[src/design/note_retrigger_voice_guard_assert.svh]
// Assertion macros shared by the note retrigger guard RTL.
// Each macro checks on the rising edge of clk and is disabled while rst_n is low.
`ifndef NOTE_RETRIGGER_VOICE_GUARD_ASSERT_SVH
`define NOTE_RETRIGGER_VOICE_GUARD_ASSERT_SVH

// Same-cycle implication.
`define NRVG_ASSERT_NOW(label, cond, cons, msg) \
  label: assert property (@(posedge clk) disable iff (!rst_n) (cond) |-> (cons)) \
    else $error(msg);

// Next-cycle implication.
`define NRVG_ASSERT_NEXT(label, cond, cons, msg) \
  label: assert property (@(posedge clk) disable iff (!rst_n) (cond) |=> (cons)) \
    else $error(msg);

`endif

[src/design/nrvg_pkg.sv]
`timescale 1ns / 1ps
// Types and constants for the note retrigger guard.
// No dependencies; used by every module of the block.
package nrvg_pkg;

  localparam int PITCH_W    = 7;
  localparam int CHAN_W     = 4;
  localparam int VEL_W      = 7;
  localparam int SLOT_W     = PITCH_W + CHAN_W;
  localparam int NOTE_SLOTS = 1 << SLOT_W;
  localparam int OFF_W      = PITCH_W + CHAN_W;
  localparam int KEPT_W     = 1 + PITCH_W + CHAN_W + VEL_W;
  localparam int TDATA_W    = 24;

  typedef enum logic [2:0] {
    S_CLEAR,
    S_IDLE,
    S_UPDATE,
    S_OFF_RD,
    S_OFF_LD,
    S_KEPT_RD,
    S_KEPT_LD
  } state_t;

  // Access request to the trigger count table.
  typedef struct packed {
    logic              rd_en;
    logic [SLOT_W-1:0] rd_slot;
    logic              wr_en;
    logic [SLOT_W-1:0] wr_slot;
  } tbl_req_t;

endpackage

[src/design/nrvg_queue.sv]
`timescale 1ns / 1ps
// Event queue storage: one write port at a given index, one registered read port.
// Depends on nrvg_pkg only for style; fill tracking lives with the sequencer.
module nrvg_queue #(
  parameter int WIDTH = 11,
  parameter int DEPTH = 32,
  localparam int IW = (DEPTH > 1) ? $clog2(DEPTH) : 1
) (
  input  logic             clk,
  input  logic             push,
  input  logic [IW-1:0]    push_idx,
  input  logic [WIDTH-1:0] push_data,
  input  logic [IW-1:0]    rd_idx,
  output logic [WIDTH-1:0] rd_data
);
  import nrvg_pkg::*;

  logic [WIDTH-1:0] mem [DEPTH];
  logic [WIDTH-1:0] rd_data_r;

  always_ff @(posedge clk) begin
    if (push) begin
      mem[push_idx] <= push_data;
    end
  end

  always_ff @(posedge clk) begin
    rd_data_r <= mem[rd_idx];
  end

  assign rd_data = rd_data_r;

endmodule

[config.mk]
export PLATFORM = sky130hd
export DESIGN_NAME = nrvg_queue
export DESIGN_NICKNAME = d
export VERILOG_FILES = /design/src/design/note_retrigger_voice_guard_assert.svh /design/src/design/nrvg_pkg.sv /design/src/design/nrvg_queue.sv
export SDC_FILE = /design/constraint.sdc
export NUM_CORES = 1
export LEC_CHECK = 0
export BUFFER_PORTS_ARGS = -buffer_cell sky130_fd_sc_hd__buf_4
export CAP_MARGIN = 20
export CORE_MARGIN = 8
export CORE_UTILIZATION = 60
export CTS_BUF_LIST = sky130_fd_sc_hd__clkbuf_8 sky130_fd_sc_hd__clkbuf_16
export CTS_CLUSTER_DIAMETER = 150
export CTS_CLUSTER_SIZE = 28
export DETAILED_ROUTE_END_ITERATION = 10
export GPL_ROUTABILITY_DRIVEN = 0
export PLACE_DENSITY = 0.74
export SYNTH_ARGS = -nofsm -noshare
export SYNTH_HDL_FRONTEND = slang
export SYNTH_SLANG_ARGS = --single-unit
[constraint.sdc]
create_clock -name clk -period 4.3 [get_ports clk]
set_clock_uncertainty 0.15 [all_clocks]
set_input_delay 0.215 -clock clk [delete_from_list [all_inputs] [get_ports clk]]
set_output_delay 0.215 -clock clk [all_outputs]
set_load 0.05 [all_outputs]
==> impl_metrics.json <==
{
  "drive_above_1_share": 0.09379,
  "drtPass1Iterations": 5,
  "core_area_um2": 23330,
  "cts_tree": "yes",
  "ys_warn_count": 0,
  "cts_buffers": 16,
  "period_minus_slack_ns": 2.561,
  "cp.arrival_ns": 2.82,
  "postSynthCellCount": 801,
  "die_h_um": 169.8,
  "synth_fp_nets": 824,
  "switchingPower_mw": 1.323,
  "crit_required_ns": 4.56,
  "drv_cap": 0,
  "worst_pin_slew_ns": 1.164,
  "clkTransAtPathRegs_ns": 0.10,
  "cts_max_level": 1,
  "worst_slack_ns": 1.739,
  "seq_power_share": 0.645,
  "worstPathCellList": "buf_8 -> buf_4 -> mux2i_1 -> a22oi_1 -> nand4_1 -> dlygate4sd3_1 -> nand3_1",
  "synth.avg_cell_area_um2": 17.73,
  "path_max_fanout": 113,
  "post-route-period-util": 0.5956,
  "setup_viol": 0,
  "ant_nets": 0,
  "startpoint_type": "input pin",
  "final_common_cell": "edfxtp_1",
  "swShare": 0.2161,
  "viasPerCell": 6.213,
  "vdd.ir_drop.worst_uv": 384.4,
  "num_vias": 7282,
  "cellPowerDensity_nw_per_um2": 400.0,
  "grt_pass1_vias": 7060,
  "nNetsFinal": 867,
  "drt_iter0_drc": 711,
  "setup_tns_ns": 0,
  "die_w_um": 169.8,
  "cts.sinks": 363,
  "crit_start": "rd_idx[0]",
  "clkPwrFrac": 0.283,
  "cpMaxStageDelayCell": "buf_8",
  "synthTopCellsByArea": "edfxtp_1 74%, mux2i_1 12%, a22oi_1 2.3%",
  "combPwrFrac": 0.072,
  "clk_latency_ns": 0.53,
  "layout_common_cells": "352 x edfxtp_1, 176 x mux2i_1, 46 x buf_4",
  "grt_max_degree": 114,
  "critPathCaptureType": "flop",
  "wl_per_cell_um": 25.30,
  "power.leakage_nw": 5.305,
  "rsz0062_at_grt": "false",
  "die_area_um2": 28850,
  "max_stage_delay_ns": 0.77,
  "min_from": "push_idx[2]",
  "fmax_ghz": 0.3905,
  "slew_headroom": 0.2243,
  "power.internal_mw": 4.799,
  "fp-row-count": 56,
  "yosys.area.top_type": "edfxtp_1",
  "netlist.area_leader.share": 0.7444,
  "outcome": "complete, no violations",
  "drv_slew": 0,
  "cts_resized": 0,
  "num_io_pins": 34,
  "hold_path_class": "in2reg",
  "grt_usage": 0.2059,
  "dp_hpwl_mm": 18.02,
  "hold_viol": 0,
  "netlist-cell-type-count": 25,
  "grt_overflow": 0,
  "post-place-ws_ns": 1.751,
  "root_buffer": "clkbuf_16",
  "r2r_start": "mem[30][5]",
  "antenna_found_initial": 0,
  "drcViolationCount": 0,
  "start_util": 0.6086,
  "portBuffers": 33,
  "wirelength_mm": 29.65,
  "grt_pass1_wl_mm": 44.30,
  "syn2layout_area_growth_pct": 7.781,
  "num_antenna_cells": 0,
  "netlist_area_um2": 14200,
  "timing.hold.ws_ns": 0.06636,
  "synth-seq-cells": 363,
  "critical_path_class": "in2reg",
  "ys_seq_area_frac": 0.7599,
  "ctsLongestPathBuffers": 3
}
==> registers in the layout, indices dropped and copies added (netlist names) <==
| name | flops |
|---|---|
| mem | 352 |
| rd_data | 11 |
==> what timing repair did <==
item,CTS,global route
hold endpoints to repair,354,0
buffers inserted,0,0
hold buffers,14,0
==> layer usage <==
layer  track usage  up-vias  wire [um]
met1        0.2906     3710      12370
met2        0.3313      296      14350
met3       0.02641       33       2196
met4       0.06579        0        731
li1              -     3243          -
met5             0        -          0
==> logic make-up after synthesis <==
| family | after synthesis | synth area share |
|---|---|---|
| buf+inv | 45 | 0.02661 |
| mux | 176 | 0.1241 |
| simple gates | 118 | 0.04001 |
| flops | 363 | 0.7599 |
| compound gates | 99 | 0.04943 |
==> critical path, delay by kind of cell <==
family | cells | cell delay [ns]
AO/OA/AOI/OAI | 1 | 0.17
buffers and inverters | 3 | 1.77
multiplexers | 1 | 0.28
AND/OR/NAND/NOR | 2 | 0.24
==> metrics by stage <==
| step | utilization | instance area [um^2] | cells | power (mW) |
|---|---|---|---|---|
| final | 0.6559 | 15300 | 1172 | 6.122 |
| after floorplan | - | 14200 | 801 | 4.294 |
| after global placement | 0.6234 | 14550 | 1116 | 4.445 |
| after detailed placement | 0.6253 | 14590 | 1119 | 4.459 |
| after CTS | 0.6511 | 15190 | 1160 | 6.148 |
| after global routing | 0.6559 | 15300 | 1172 | 6.291 |
==> power by group through the flow <==
stage / combinational (mW) / clock [mW] / sequential (mW)
after floorplan: 0.224 / 0 / 4.07
after global placement: 0.418 / 0 / 4.03
after detailed placement: 0.430 / 0 / 4.03
after CTS: 0.441 / 1.76 / 3.95
after global routing: 0.469 / 1.87 / 3.95
final: 0.443 / 1.73 / 3.95
==> synthesized netlist by cell type (all sizes together) <==
cell      n
edfxtp  352
mux2i   176
a22oi    44
buf      34
nor2     34
nand3    24
nand2    23
a21oi    22
a22o     22
a31oi    11
clkbuf   11
dfxtp    11
nand4    11
nor3     11
nand3b    5
or3b      3
nand2b    2
nor2b     2
and2      1
or2       1
or3       1
==> worst paths after layout <==
path	slack (ns)	to	depth (start not counted)
worst max-delay path	1.74	rd_data[5]	7
worst min-delay path	0.07	mem[4][8]	3
worst max register to register	2.50	rd_data[5]	5
worst min register to register	0.46	rd_data[6]	4
==> cell type report <==
type,count,area [um^2]
timing repair buffer,70,610.6
fill,1558,8028
tap,319,399.1
clock buffer,17,425.4
sequential,363,10790
clock inverter,10,37.54
multi-input combinational,393,3042
No activity file was read; power rests on OpenSTA's default activity.
